<file path="config.mk">
export PLATFORM = sky130hd
export DESIGN_NAME = quick_sort_hoare_middle_pivot_core_flat
export DESIGN_NICKNAME = d
export VERILOG_FILES = /design/src/rtl/qsort_pkg.sv /design/src/rtl/qsort_if.sv /design/src/rtl/qsort_front.sv /design/src/rtl/qsort_engine.sv /design/src/rtl/quick_sort_hoare_middle_pivot_core.sv /design/src/flat_wrapper.sv
export VERILOG_INCLUDE_DIRS = /design/src /design/src/rtl
export SDC_FILE = /design/constraint.sdc
export NUM_CORES = 2
export LEC_CHECK = 0
export BUFFER_PORTS_ARGS = -buffer_cell sky130_fd_sc_hd__buf_2
export CAP_MARGIN = 20
export CELL_PAD_IN_SITES_DETAIL_PLACEMENT = 1
export CELL_PAD_IN_SITES_GLOBAL_PLACEMENT = 1
export CORE_MARGIN = 2
export CORE_UTILIZATION = 35
export DETAILED_ROUTE_END_ITERATION = 8
export PLACE_DENSITY_LB_ADDON = 0.08
export SYNTH_ARGS = -nofsm -noshare
export SYNTH_HDL_FRONTEND = slang
export SYNTH_SLANG_ARGS = --single-unit
export TNS_END_PERCENT = 1
</file>
<file path="constraint.sdc">
create_clock -name clk_i -period 8 [get_ports clk_i]
set_input_delay 0.4 -clock clk_i [delete_from_list [all_inputs] [get_ports clk_i]]
set_output_delay 0.4 -clock clk_i [all_outputs]
set_load 0.1 [all_outputs]
</file>
<file path="src/rtl/quick_sort_hoare_middle_pivot_core_defines.svh">
// Assertion macros used by the sorter engine.
`ifndef QUICK_SORT_HOARE_MIDDLE_PIVOT_CORE_DEFINES_SVH
`define QUICK_SORT_HOARE_MIDDLE_PIVOT_CORE_DEFINES_SVH

// Property that must hold at every clock edge outside reset.
`define QS_ASSERT(label, clk, rst_n, prop, msg) \
  label: assert property (@(posedge clk) disable iff (!rst_n) (prop)) \
    else $error(msg);

// Implication whose consequent is checked in the cycle after the antecedent.
`define QS_ASSERT_NEXT(label, clk, rst_n, ante, cons, msg) \
  label: assert property (@(posedge clk) disable iff (!rst_n) (ante) |=> (cons)) \
    else $error(msg);

`endif

</file>
<file path="src/rtl/qsort_pkg.sv">
`timescale 1ns / 1ps
`default_nettype none
package qsort_pkg;
  localparam int unsigned Depth = 64;
  localparam int unsigned IdxW = $clog2(Depth);
  localparam int unsigned CntW = IdxW + 1;
  localparam int unsigned DataW = 32;
  localparam int unsigned QDepth = 2;

  typedef logic [IdxW-1:0] idx_t;
  typedef logic [CntW-1:0] cnt_t;

  // Command handed from the front end to the sort engine.
  typedef struct packed {
    logic               store;
    logic               last;
    logic signed [DataW-1:0] value;
  } cmd_t;
endpackage
`default_nettype wire

</file>
<file path="src/rtl/qsort_if.sv">
`timescale 1ns / 1ps
`default_nettype none
interface qsort_if;
  logic                    valid;
  logic                    ready;
  logic signed [31:0]      value;
  logic                    last;
  modport source (output valid, output value, output last, input ready);
  modport sink (input valid, input value, input last, output ready);
endinterface
`default_nettype wire

</file>
<file path="src/rtl/qsort_front.sv">
`timescale 1ns / 1ps
`default_nettype none
// Classifies input beats and queues them for the engine.
module qsort_front (
  input  wire                  clk_i,
  input  wire                  rst_ni,
  qsort_if.sink                in_i,
  output qsort_pkg::cmd_t      cmd_o,
  output logic                 cmd_valid_o,
  input  wire                  cmd_ready_i
);
  qsort_pkg::cmd_t fifo_q [qsort_pkg::QDepth];
  logic [0:0] wp_q, rp_q;
  logic [1:0] cnt_q;
  qsort_pkg::cnt_t fill_q, fill_d;
  logic push, pop;

  assign in_i.ready = (cnt_q != 2'(qsort_pkg::QDepth));
  assign push = in_i.valid && in_i.ready;
  assign pop = cmd_valid_o && cmd_ready_i;
  assign cmd_valid_o = (cnt_q != 2'd0);
  assign cmd_o = fifo_q[rp_q];

  // Front keeps its own count so that overflow items are marked as dropped.
  always_comb begin
    fill_d = fill_q;
    if (push) begin
      if (in_i.last) begin
        fill_d = '0;
      end else if (fill_q != qsort_pkg::cnt_t'(qsort_pkg::Depth)) begin
        fill_d = fill_q + 1'b1;
      end
    end
  end

  always_ff @(posedge clk_i) begin
    if (push) begin
      fifo_q[wp_q].store <= (fill_q != qsort_pkg::cnt_t'(qsort_pkg::Depth));
      fifo_q[wp_q].last <= in_i.last;
      fifo_q[wp_q].value <= in_i.value;
    end
  end

  always_ff @(posedge clk_i or negedge rst_ni) begin
    if (!rst_ni) begin
      wp_q <= '0;
      rp_q <= '0;
      cnt_q <= '0;
      fill_q <= '0;
    end else begin
      fill_q <= fill_d;
      if (push) wp_q <= wp_q + 1'b1;
      if (pop) rp_q <= rp_q + 1'b1;
      cnt_q <= cnt_q + 2'(push) - 2'(pop);
    end
  end
endmodule
`default_nettype wire

</file>
<file path="src/rtl/qsort_engine.sv">
`timescale 1ns / 1ps
`default_nettype none
`include "quick_sort_hoare_middle_pivot_core_defines.svh"
// Stores elements, sorts them in place with an explicit range stack, then
// streams them out. The element store and the range stack each have one
// write port and one registered read port.
module qsort_engine (
  input  wire                  clk_i,
  input  wire                  rst_ni,
  input  qsort_pkg::cmd_t      cmd_i,
  input  wire                  cmd_valid_i,
  output logic                 cmd_ready_o,
  qsort_if.source              out_o
);
  typedef enum logic [4:0] {
    S_LOAD, S_POP, S_POPW, S_PIV, S_PIVL, S_CHK, S_RDI, S_CMPI, S_RDJ, S_CMPJ,
    S_SWP, S_WRJ, S_END, S_END_R, S_ORD, S_OSET, S_OWAIT
  } state_e;

  // Partition indices run from one below the range to one above it.
  typedef logic signed [qsort_pkg::IdxW+1:0] sidx_t;

  logic signed [qsort_pkg::DataW-1:0] mem_q [qsort_pkg::Depth];
  logic [2*qsort_pkg::IdxW-1:0]       stk_q [qsort_pkg::Depth];

  state_e                       state_q;
  qsort_pkg::cnt_t              cnt_q, sp_q, k_q;
  sidx_t                        lo_q, hi_q, i_q, j_q;
  logic signed [qsort_pkg::DataW-1:0] piv_q, rd_q, vi_q, vj_q, out_d_q;
  logic                         out_v_q, out_l_q;
  logic [2*qsort_pkg::IdxW-1:0] stk_rd_q;

  qsort_pkg::idx_t              raddr, mem_waddr, stk_waddr;
  logic                         mem_we, stk_we;
  logic signed [qsort_pkg::DataW-1:0] mem_wdata;
  logic [2*qsort_pkg::IdxW-1:0] stk_wdata;
  logic [qsort_pkg::IdxW:0]     mid_sum;
  qsort_pkg::cnt_t              n_cmd, last_idx, sp_dec, cnt_dec;
  sidx_t                        i_inc, j_dec;

  assign cmd_ready_o = (state_q == S_LOAD);
  assign out_o.valid = out_v_q;
  assign out_o.value = out_d_q;
  assign out_o.last = out_l_q;

  assign n_cmd = cnt_q + qsort_pkg::cnt_t'(cmd_i.store);
  assign last_idx = n_cmd - qsort_pkg::cnt_t'(1);
  assign sp_dec = sp_q - qsort_pkg::cnt_t'(1);
  assign cnt_dec = cnt_q - qsort_pkg::cnt_t'(1);
  assign mid_sum = {1'b0, lo_q[qsort_pkg::IdxW-1:0]} + {1'b0, hi_q[qsort_pkg::IdxW-1:0]};
  assign i_inc = i_q + sidx_t'(1);
  assign j_dec = j_q - sidx_t'(1);

  always_comb begin
    unique case (state_q)
      S_PIV:   raddr = mid_sum[qsort_pkg::IdxW:1];
      S_RDJ:   raddr = j_q[qsort_pkg::IdxW-1:0];
      S_ORD:   raddr = k_q[qsort_pkg::IdxW-1:0];
      default: raddr = i_q[qsort_pkg::IdxW-1:0];
    endcase
  end

  // Element store writes: loading, then the two halves of a swap.
  always_comb begin
    mem_we = 1'b0;
    mem_waddr = cnt_q[qsort_pkg::IdxW-1:0];
    mem_wdata = cmd_i.value;
    unique case (state_q)
      S_LOAD: mem_we = cmd_valid_i && cmd_i.store;
      S_SWP: begin
        mem_we = (i_q <= j_q);
        mem_waddr = i_q[qsort_pkg::IdxW-1:0];
        mem_wdata = vj_q;
      end
      S_WRJ: begin
        mem_we = 1'b1;
        mem_waddr = j_q[qsort_pkg::IdxW-1:0];
        mem_wdata = vi_q;
      end
      default: mem_we = 1'b0;
    endcase
  end

  // Range stack writes: the whole set at the close, then the left and right
  // subranges of each partition on consecutive cycles.
  always_comb begin
    stk_we = 1'b0;
    stk_waddr = sp_q[qsort_pkg::IdxW-1:0];
    stk_wdata = {lo_q[qsort_pkg::IdxW-1:0], j_q[qsort_pkg::IdxW-1:0]};
    unique case (state_q)
      S_LOAD: begin
        stk_we = cmd_valid_i && cmd_i.last && (n_cmd >= qsort_pkg::cnt_t'(2));
        stk_waddr = '0;
        stk_wdata = {{qsort_pkg::IdxW{1'b0}}, last_idx[qsort_pkg::IdxW-1:0]};
      end
      S_END: stk_we = (j_q > lo_q);
      S_END_R: begin
        stk_we = (hi_q > i_q);
        stk_wdata = {i_q[qsort_pkg::IdxW-1:0], hi_q[qsort_pkg::IdxW-1:0]};
      end
      default: stk_we = 1'b0;
    endcase
  end

  always_ff @(posedge clk_i) begin
    if (mem_we) mem_q[mem_waddr] <= mem_wdata;
    rd_q <= mem_q[raddr];
  end

  always_ff @(posedge clk_i) begin
    if (stk_we) stk_q[stk_waddr] <= stk_wdata;
    stk_rd_q <= stk_q[sp_dec[qsort_pkg::IdxW-1:0]];
  end

  always_ff @(posedge clk_i or negedge rst_ni) begin
    if (!rst_ni) begin
      state_q <= S_LOAD;
      cnt_q <= '0;
      sp_q <= '0;
      k_q <= '0;
      lo_q <= '0;
      hi_q <= '0;
      i_q <= '0;
      j_q <= '0;
      piv_q <= '0;
      vi_q <= '0;
      vj_q <= '0;
      out_v_q <= 1'b0;
      out_l_q <= 1'b0;
      out_d_q <= '0;
    end else begin
      unique case (state_q)
        S_LOAD: begin
          if (cmd_valid_i) begin
            cnt_q <= n_cmd;
            if (cmd_i.last) begin
              k_q <= '0;
              if (n_cmd >= qsort_pkg::cnt_t'(2)) begin
                sp_q <= qsort_pkg::cnt_t'(1);
                state_q <= S_POP;
              end else begin
                state_q <= S_ORD;
              end
            end
          end
        end
        S_POP: begin
          if (sp_q == '0) begin
            state_q <= S_ORD;
          end else begin
            sp_q <= sp_dec;
            state_q <= S_POPW;
          end
        end
        S_POPW: begin
          lo_q <= sidx_t'(stk_rd_q[2*qsort_pkg::IdxW-1:qsort_pkg::IdxW]);
          hi_q <= sidx_t'(stk_rd_q[qsort_pkg::IdxW-1:0]);
          i_q <= sidx_t'(stk_rd_q[2*qsort_pkg::IdxW-1:qsort_pkg::IdxW]);
          j_q <= sidx_t'(stk_rd_q[qsort_pkg::IdxW-1:0]);
          state_q <= S_PIV;
        end
        S_PIV: state_q <= S_PIVL;
        S_PIVL: begin
          piv_q <= rd_q;
          state_q <= S_CHK;
        end
        S_CHK: state_q <= (j_q >= i_q) ? S_RDI : S_END;
        S_RDI: state_q <= (i_q <= hi_q) ? S_CMPI : S_RDJ;
        S_CMPI: begin
          if (rd_q < piv_q) begin
            i_q <= i_inc;
            state_q <= S_RDI;
          end else begin
            vi_q <= rd_q;
            state_q <= S_RDJ;
          end
        end
        S_RDJ: state_q <= (j_q >= lo_q) ? S_CMPJ : S_SWP;
        S_CMPJ: begin
          if (rd_q > piv_q) begin
            j_q <= j_dec;
            state_q <= S_RDJ;
          end else begin
            vj_q <= rd_q;
            state_q <= S_SWP;
          end
        end
        S_SWP: state_q <= (i_q <= j_q) ? S_WRJ : S_END;
        S_WRJ: begin
          i_q <= i_inc;
          j_q <= j_dec;
          state_q <= S_CHK;
        end
        S_END: begin
          if (j_q > lo_q) sp_q <= sp_q + qsort_pkg::cnt_t'(1);
          state_q <= S_END_R;
        end
        S_END_R: begin
          if (hi_q > i_q) sp_q <= sp_q + qsort_pkg::cnt_t'(1);
          state_q <= S_POP;
        end
        S_ORD: state_q <= S_OSET;
        S_OSET: begin
          out_d_q <= rd_q;
          out_l_q <= (k_q == cnt_dec);
          out_v_q <= 1'b1;
          state_q <= S_OWAIT;
        end
        S_OWAIT: begin
          if (out_o.ready) begin
            out_v_q <= 1'b0;
            if (out_l_q) begin
              cnt_q <= '0;
              k_q <= '0;
              state_q <= S_LOAD;
            end else begin
              k_q <= k_q + qsort_pkg::cnt_t'(1);
              state_q <= S_ORD;
            end
          end
        end
        default: state_q <= S_LOAD;
      endcase
    end
  end

  `QS_ASSERT_NEXT(a_out_hold, clk_i, rst_ni, out_o.valid && !out_o.ready, out_o.valid && $stable(out_o.value) && $stable(out_o.last), "output beat changed before it was taken")
  `QS_ASSERT(a_no_out_in_load, clk_i, rst_ni, !(out_o.valid && cmd_ready_o), "output beat offered while loading")
  `QS_ASSERT(a_cnt_bound, clk_i, rst_ni, cnt_q <= qsort_pkg::cnt_t'(qsort_pkg::Depth), "element count above the store depth")
  `QS_ASSERT(a_sp_bound, clk_i, rst_ni, sp_q <= qsort_pkg::cnt_t'(qsort_pkg::Depth / 2), "range stack deeper than half the store")
endmodule
`default_nettype wire

</file>
<file path="src/rtl/quick_sort_hoare_middle_pivot_core.sv">
// Sorter for sets of up to 64 signed 32-bit values. Each input beat carries
// one value; the beat with last set closes the set. Values beyond the 64th
// are dropped, but a closing beat always starts the sort of what was stored.
// The set is sorted in place by quicksort with a Hoare partition around the
// middle element, using an explicit stack of index ranges, and is then sent
// out in ascending order with last set on the final beat. Timing: while the
// block loads, it takes one beat per cycle. A two-entry queue sits between
// the input and the engine, so once the engine is sorting or draining, the
// input stalls after at most two more beats. Popping a range and fetching
// its pivot steps through pop, stack read, pivot address and pivot latch;
// an element compare gives the address, then compares on the registered
// read; an outer loop check, each swap write and each subrange push has its
// own state. The total follows the number of compares, about n log n on
// average and n squared at worst. Each value is read, registered and held
// until taken; the next set is taken only after the final beat is accepted.
`timescale 1ns / 1ps
`default_nettype none
module quick_sort_hoare_middle_pivot_core (
  input wire clk_i,
  input wire rst_ni,
  qsort_if.sink in_i,
  qsort_if.source out_o
);
  // Classified beats travel from the front end to the engine.
  qsort_pkg::cmd_t cmd;
  logic            cmd_valid;
  logic            cmd_ready;

  // The front end marks beats beyond the store depth so the engine skips them.
  qsort_front i_front (
    .clk_i      (clk_i),
    .rst_ni     (rst_ni),
    .in_i       (in_i),
    .cmd_o      (cmd),
    .cmd_valid_o(cmd_valid),
    .cmd_ready_i(cmd_ready)
  );

  // The engine loads, sorts and drains one set at a time.
  qsort_engine i_engine (
    .clk_i      (clk_i),
    .rst_ni     (rst_ni),
    .cmd_i      (cmd),
    .cmd_valid_i(cmd_valid),
    .cmd_ready_o(cmd_ready),
    .out_o      (out_o)
  );
endmodule
`default_nettype wire

</file>
<file path="src/flat_wrapper.sv">
// flat-port wrapper written by rule: the top's interface ports become plain ports
module quick_sort_hoare_middle_pivot_core_flat 
  (clk_i, rst_ni, in_i_valid, in_i_value, in_i_last, in_i_ready, out_o_valid, out_o_value, out_o_last, out_o_ready);
  qsort_if in_i_i ();
  qsort_if out_o_i ();
  input wire clk_i;
  input wire rst_ni;
  input wire logic [$bits(in_i_i.valid)-1:0] in_i_valid;
  input wire logic [$bits(in_i_i.value)-1:0] in_i_value;
  input wire logic [$bits(in_i_i.last)-1:0] in_i_last;
  output wire logic [$bits(in_i_i.ready)-1:0] in_i_ready;
  output wire logic [$bits(out_o_i.valid)-1:0] out_o_valid;
  output wire logic [$bits(out_o_i.value)-1:0] out_o_value;
  output wire logic [$bits(out_o_i.last)-1:0] out_o_last;
  input wire logic [$bits(out_o_i.ready)-1:0] out_o_ready;
  assign in_i_i.valid = in_i_valid;
  assign in_i_i.value = in_i_value;
  assign in_i_i.last = in_i_last;
  assign in_i_ready = in_i_i.ready;
  assign out_o_valid = out_o_i.valid;
  assign out_o_value = out_o_i.value;
  assign out_o_last = out_o_i.last;
  assign out_o_i.ready = out_o_ready;
  quick_sort_hoare_middle_pivot_core u_core (.clk_i(clk_i), .rst_ni(rst_ni), .in_i(in_i_i), .out_o(out_o_i));
endmodule
</file>
-- Word level (Yosys, flattened, before mapping)
Memory sizes are Yosys's and may differ from the RTL's. A register that Yosys moved wholly into a read port is not among the register bits.
Cells that the tools add are included.
- add/subtract/negate cells: 14
- multipliers: 0
- div/mod/pow operators: 0
- order comparisons: 9
- eq/ne operators: 29
- shift-type cells: 0
- mux-type cells: 50
- bitwise gates (word level): 2
- reductions and logical operators: 25
- operators with widths (cell ; number):
    $mux W7 ; 15
    $pmux W5 S16 ; 1
    $pmux W32 S2 ; 1
    $pmux W8 S3 ; 2
    $eq A5 B4 Y1 const B ; 8
    $gt A32 B32 Y1 ; 1
    $lt A32 B32 Y1 ; 1
    $pmux W7 S2 ; 2
    $pmux W7 S4 ; 1
    $mux W4 ; 6
    $pmux W12 S2 ; 1
    $ne A2 B2 Y1 const B ; 11
    $add A7 B1 Y7 const B ; 3
    $eq A5 B3 Y1 const B ; 4
    $pmux W6 S3 ; 1
    $mux W8 ; 2
    $mux W5 ; 3
    $sub A7 B1 Y7 const B ; 2
    $pmux W6 S2 ; 1
    $reduce_and A2 Y1 ; 6
    $eq A5 B2 Y1 const B ; 2
    $add A8 B2 Y8 const B ; 1
    $ge A8 B7 Y1 ; 1
    $ge A8 B8 Y1 ; 1
    33 further kinds ; 52
- register bits after elaboration: 195
- bits in latches: 0
- bits in writable memories: 2884
- memory bits (read-only): 0
- bits of input ports: 37
- output and inout port bits: 35
- word-level logic and storage cells: 150
- memories kept: 3
- memories (name ; words ; width ; rd ports ; clocked after Yosys merged registers in ; write ports ; RTL line ; source):
    u_core.i_engine.mem_q ; 64 ; 32 ; 1 ; 1 ; 1 ; qsort_engine.sv:23 ; logic signed [qsort_pkg::DataW-1:0] mem_q [qsort_pkg::Depth];
    u_core.i_engine.stk_q ; 64 ; 12 ; 1 ; 1 ; 1 ; qsort_engine.sv:24 ; logic [2*qsort_pkg::IdxW-1:0] stk_q [qsort_pkg::Depth];
    u_core.i_front.fifo_q ; 2 ; 34 ; 1 ; 0 ; 1 ; qsort_front.sv:12 ; qsort_pkg::cmd_t fifo_q [qsort_pkg::QDepth];

-- Logic depth before layout (Yosys ltp)
An unclocked memory read counts as a cell.
- word-level depth: 7
- depth in mapped cells: 16
- gate-level depth less buffers: 12

-- By module
Synthesis repeated with hierarchy kept, for this count alone.
- cell total of the unflattened synthesis: 6088
- area, all modules: 122377.4 um2
- modules (own cells, without submodules) (module ; times used ; cells an instance ; area an instance (um2)):
    qsort_engine ; 1 ; 5912 ; 119261.9
    qsort_front ; 1 ; 176 ; 3115.5

-- Worst setup path after synthesis
OpenSTA, ideal clock, no wires.
- path type: register to register
- start point: register u_core.i_front.rp_q
- end point: memory u_core.i_engine.stk_q[0][4] (netlist name) (data pin)
- arrival: 4.782 ns
- required time: 7.298 ns
- slack: 2.516 ns
- cell stages (with the launch flop): 12
- path buffers: 1
- period minus slack after synthesis: 5.484 ns
- cell sequence: dfrtp_1 > clkbuf_1 > mux2_2 > ha_1 > ha_1 > inv_1 > ha_1 > nand3_1 > o211ai_1 > o21ai_0 > xnor2_1 > o21ai_0
- cells in the longest elaborated chain, start to end: 4
- RTL lines (item ; RTL line ; source):
    start: declaration ; qsort_front.sv:13 ; logic [0:0] wp_q, rp_q;
    start signal: assignment ; qsort_front.sv:53 ; if (pop) rp_q <= rp_q + 1'b1;
    $mem_v2 Z2 W34 ; n/a ;
    $add A7 B1 Y7 ; qsort_engine.sv:46 ; assign n_cmd = cnt_q + qsort_pkg::cnt_t'(cmd_i.store);
    $sub A6 B1 Y6 ; qsort_engine.sv:47 ; assign last_idx = n_cmd - qsort_pkg::cnt_t'(1);
    $pmux W12 S2 ; qsort_engine.sv:90 ; unique case (state_q)
    via u_core.i_engine.stk_wdata (one bit) ; qsort_engine.sv:36 ; logic [2*qsort_pkg::IdxW-1:0] stk_wdata;
    end: declaration ; qsort_engine.sv:24 ;
The timed path passes the listed nets, and every way through them passes these cells.

-- Worst setup path after layout
- start point: register u_core.i_engine.state_q[3]
- end point: register u_core.i_engine.rd_q[4] (netlist name), read port of u_core.i_engine.mem_q
- cells in the longest elaborated chain, start to end: 2
- RTL lines (item ; RTL line ; source):
    start: declaration ; qsort_engine.sv:26 ; state_e state_q;
    start signal: assignment ; qsort_engine.sv:167 ; S_CHK: state_q <= (j_q >= i_q) ? S_RDI : S_END;
    start signal: assignment ; qsort_engine.sv:168 ; S_RDI: state_q <= (i_q <= hi_q) ? S_CMPI : S_RDJ;
    start signal: assignment ; qsort_engine.sv:178 ; S_RDJ: state_q <= (j_q >= lo_q) ? S_CMPJ : S_SWP;
    $eq A5 B4 Y1 / $eq A5 B2 Y1 (equally long branches) ; qsort_engine.sv:55 ; unique case (state_q)
    $pmux W6 S3 (*) ; qsort_engine.sv:55 ;
    end: declaration ; qsort_engine.sv:29 ; logic signed [qsort_pkg::DataW-1:0] piv_q, rd_q, vi_q, vj_q, out_d_q;
Every way passes the cells marked *; elsewhere a longest branch is shown, timed or not.
A chain may end at the register's enable or synchronous reset.

==> results by group <==
Outcome
  – Outcome: completed

Route
  – Routed len/inst: 32.8 um
  – Vias per cell: 5.49
  – Iteration-0 DRC count of the detailed router: 5977
  – Routed vias: 66300
  – DRC: 0
  – First-pass DRT Iterations: 5
  – Drt total wl: 397000 um
  – DRT antenna net count: 0

Cells and area
  – Reg area: 0.0924 mm2
  – # fillers: 33500
  – Synthesis-to-layout area growth: 15.9%
  – Layout cells sized above 1: 0.230
  – Final net count: 7316
  – Multi-input logic area: 0.0296 mm2
  – Commonest non-fill, non-tap cell in the layout: edfxtp_1
  – Commonest non-fill, non-tap cells in the layout: 2884 x edfxtp_1, 892 x nand2_1, 559 x mux4_2
  – Fin area: 0.142 mm2

Die
  – CORE AREA: 0.349 mm2
  – Full die area: 0.356 mm2
  – Die Y: 596 um
  – I/O pins: 72
  – Starting Density: 0.351
  – Die width: 596 um
  – Row Count: 217

STA
  – RSZ-0062 raised after global routing: no
  – Final Max Tran Viols: 0
  – Final Cycle Share: 0.720
  – Final worst slack: 2.24 ns
  – Setup Viol. Count Final: 0
  – Rel. slew slack: 0.150
  – Worst slew pin tran: 1.27 ns
  – Post-layout minimum cycle time: 5.76 ns
  – Setup TNS: 0 ns
  – Fmax: 174 MHz
  – Fin. Hold Viols: 0
  – Clock skew: 0.0966 ns

Logic synthesis
  – Post-synth EDFFs: 2884
  – Unique masters post-synth: 85
  – Ys async rst share: 0.0624
  – Sequential fraction of the synthesis area: 0.752
  – Mapped Nets: 6939
  – Post-Synthesis Cells: 6830
  – Ys Warns: 0
  – Syn avg cell area: 18.0 um2
  – Synth Cell Area: 0.123 mm2
  – Ys flop type: edfxtp_1
  – Seq cells post-synth: 3123

Pwr
  – VDD IR-drop max: 0.000382 V
  – Clock power share: 0.248
  – P_int: 38.3 mW
  – Sequential share of power: 0.355
  – P_sw: 24.9 mW
  – Leak: 47.5 nW
  – PD cells: 444 mW/mm2
  – Tot Pwr: 63.3 mW
  – Switch share: 0.394
  – Comb pwr share: 0.397

Worst setup path
  – Crit path cell chain: or4b_1, a31o_1, a221oi_4, buf_12, buf_4, mux4_2, a22oi_1, nand2_1, o22ai_1, nor4_1
  – Largest delay share family, worst path: compound AO/OA/AOI/OAI gates
  – Crit path arrival time: 6.51 ns
  – Critical path class: reg2reg
  – RR Startpoint: u_core.i_engine.state_q[3]
  – Startpoint Class: flop
  – Slowest cell on crit path: a221oi_4
  – Worst EP required: 8.75 ns
  – Critical Path Start: u_core.i_engine.state_q[3]
  – Crit end category: flop
  – CP max stage delay: 0.90 ns
  – CP Max Fanout: 46
  – CP bufs+invs: 2

Clock network
  – Clock-pin slew on the worst setup and hold paths: 0.07 ns
  – CTS tree: yes
  – Max Root-Sink Buffers: 4
  – Clk_lat worst skew: 0.95 ns
  – CTS buffer count: 351
  – H-tree depth: 5
  – Root Driver: clkbuf_16
  – Sinks on Clock Net: 3123
  – Post-CTS Resized: 0

GRT
  – GRT overflow: 0
  – Global-route wire length before repair: 558000 um
  – Largest net degree at the start of global routing: 122
  – Initial antenna violation count: 43
  – Total GRT Usage: 0.221
  – Vias in the first global route: 69000

Placement
  – Placer congestion estimate: 0.820
  – Post-Place Setup Slack: 2.23 ns
  – HPWL after DPL: 241000 um
  – IO buf count: 71
  – Placed inst area: 0.131 mm2

Flow run
  – Max-cap violations: 0

Worst hold path
  – Worst Hold Class: in2async
## final timing paths
path                       slack, ns  cells past startpoint                               to
max in group asynchronous       5.87                      4  u_core.i_engine.out_o.value[10]
min in group clk_i              0.20                      2     u_core.i_front.fifo_q[1][20]
setup / recovery                2.24                     10          u_core.i_engine.rd_q[4]
hold / removal                   0.1                      2         u_core.i_engine.cnt_q[1]
setup reg to reg                2.24                     10          u_core.i_engine.rd_q[4]
hold reg to reg                 0.49                      2          u_core.i_engine.hi_q[1]
## power groups by stage
stage / sequential, mW / clock, mW / combinational, mW
global placement: 22.8 / 0 / 25.3
global route: 22.5 / 16.7 / 26.7
detailed placement: 22.8 / 0 / 25.6
floorplan: 23.0 / 0 / 14.2
finish: 22.4 / 15.7 / 25.1
CTS: 22.5 / 16.1 / 25.6
## layout make-up
cell class	instances	area share
multi-input cells	3258	0.208
well taps	4599	0.0404
repair buffers	405	0.0231
inverters	68	0.00179
diodes	9	0.000158
clock inverters	166	0.0107
clock buffers	459	0.0668
flip-flops and latches	3123	0.649
## layer usage
| layer | global-route usage | up-vias | share of wire |
|---|---|---|---|
| met3 | 0.0238 | 425 | 0.042 |
| met1 | 0.311 | 36300 | 0.45 |
| met4 | 0.0525 | 2 | 0.024 |
| met2 | 0.369 | 1576 | 0.49 |
| met5 | 0 | - | 0.000033 |
| li1 | - | 28000 | - |
## kinds of logic (layout without fill, tap and decap cells)
logic type,Yosys count,count (layout),share of synthesized area
AOI/OAI and AO/OA,757,757,0.0413
xor gates and xnor gates,28,28,0.00200
muxes,816,816,0.125
other,0,9,0
DFF,3123,3123,0.752
buffers and inverters,449,1098,0.0160
and+or+nand+nor,1585,1585,0.0564
adders and majority gates,72,72,0.00740
## registers in the layout (all words and copies together) (netlist names), 6 cells and up
register	flops
u_core.i_front.fifo_q	68
u_core.i_engine.stk_rd_q	12
u_core.i_engine.k_q	7
u_core.i_engine.hi_q	6
u_core.i_engine.rd_q	32
u_core.i_engine.j_q	8
u_core.i_engine.stk_q	768
u_core.i_engine.sp_q	7
u_core.i_engine.vj_q	32
u_core.i_engine.i_q	8
u_core.i_engine.cnt_q	7
u_core.i_front.fill_q	7
u_core.i_engine.piv_q	32
u_core.i_engine.out_o.value	32
u_core.i_engine.mem_q	2048
u_core.i_engine.lo_q	6
u_core.i_engine.vi_q	32
## synthesized netlist by cell type (71+ instances only)
cell	instances	share of area
edfxtp_1	2884	0.71
nand2_1	897	0.027
mux4_2	559	0.10
clkbuf_1	222	0.0068
nor2_1	218	0.0067
nand3_1	198	0.0081
dfrtp_1	195	0.040
a22oi_1	185	0.011
mux2_2	137	0.013
mux2i_1	120	0.0098
a21oi_1	115	0.0047
and3_1	112	0.0057
a31oi_1	111	0.0057
o21ai_0	95	0.0039
o22ai_1	89	0.0045
buf_2	85	0.0035
ha_1	71	0.0072
## worst register-to-register path, delay by kind of cell (launching register included)
family / cells / cell delay, ns
simple gates: 3 / 0.83
buf+inv: 2 / 1.12
flops: 1 / 0.82
compound gates: 4 / 2.22
mux: 1 / 0.59
## through the flow
step | utilization | instances | hold WS, ns
6_report | 0.407 | 12100 | 0.0994
5_1_grt | 0.407 | 12100 | 0.134
4_1_cts | 0.407 | 12100 | 0.0758
3_5_place_dp | 0.375 | 11400 | 0.484
3_3_place_gp | 0.374 | 11400 | 0.460
2_1_floorplan | - | 6830 | 0.104
## what timing repair did
item,CTS,global route
hold buffers,35,0
buffers inserted,0,0
hold endpoints to repair,169,0
Note: power is estimated with default switching activity, not from simulation.
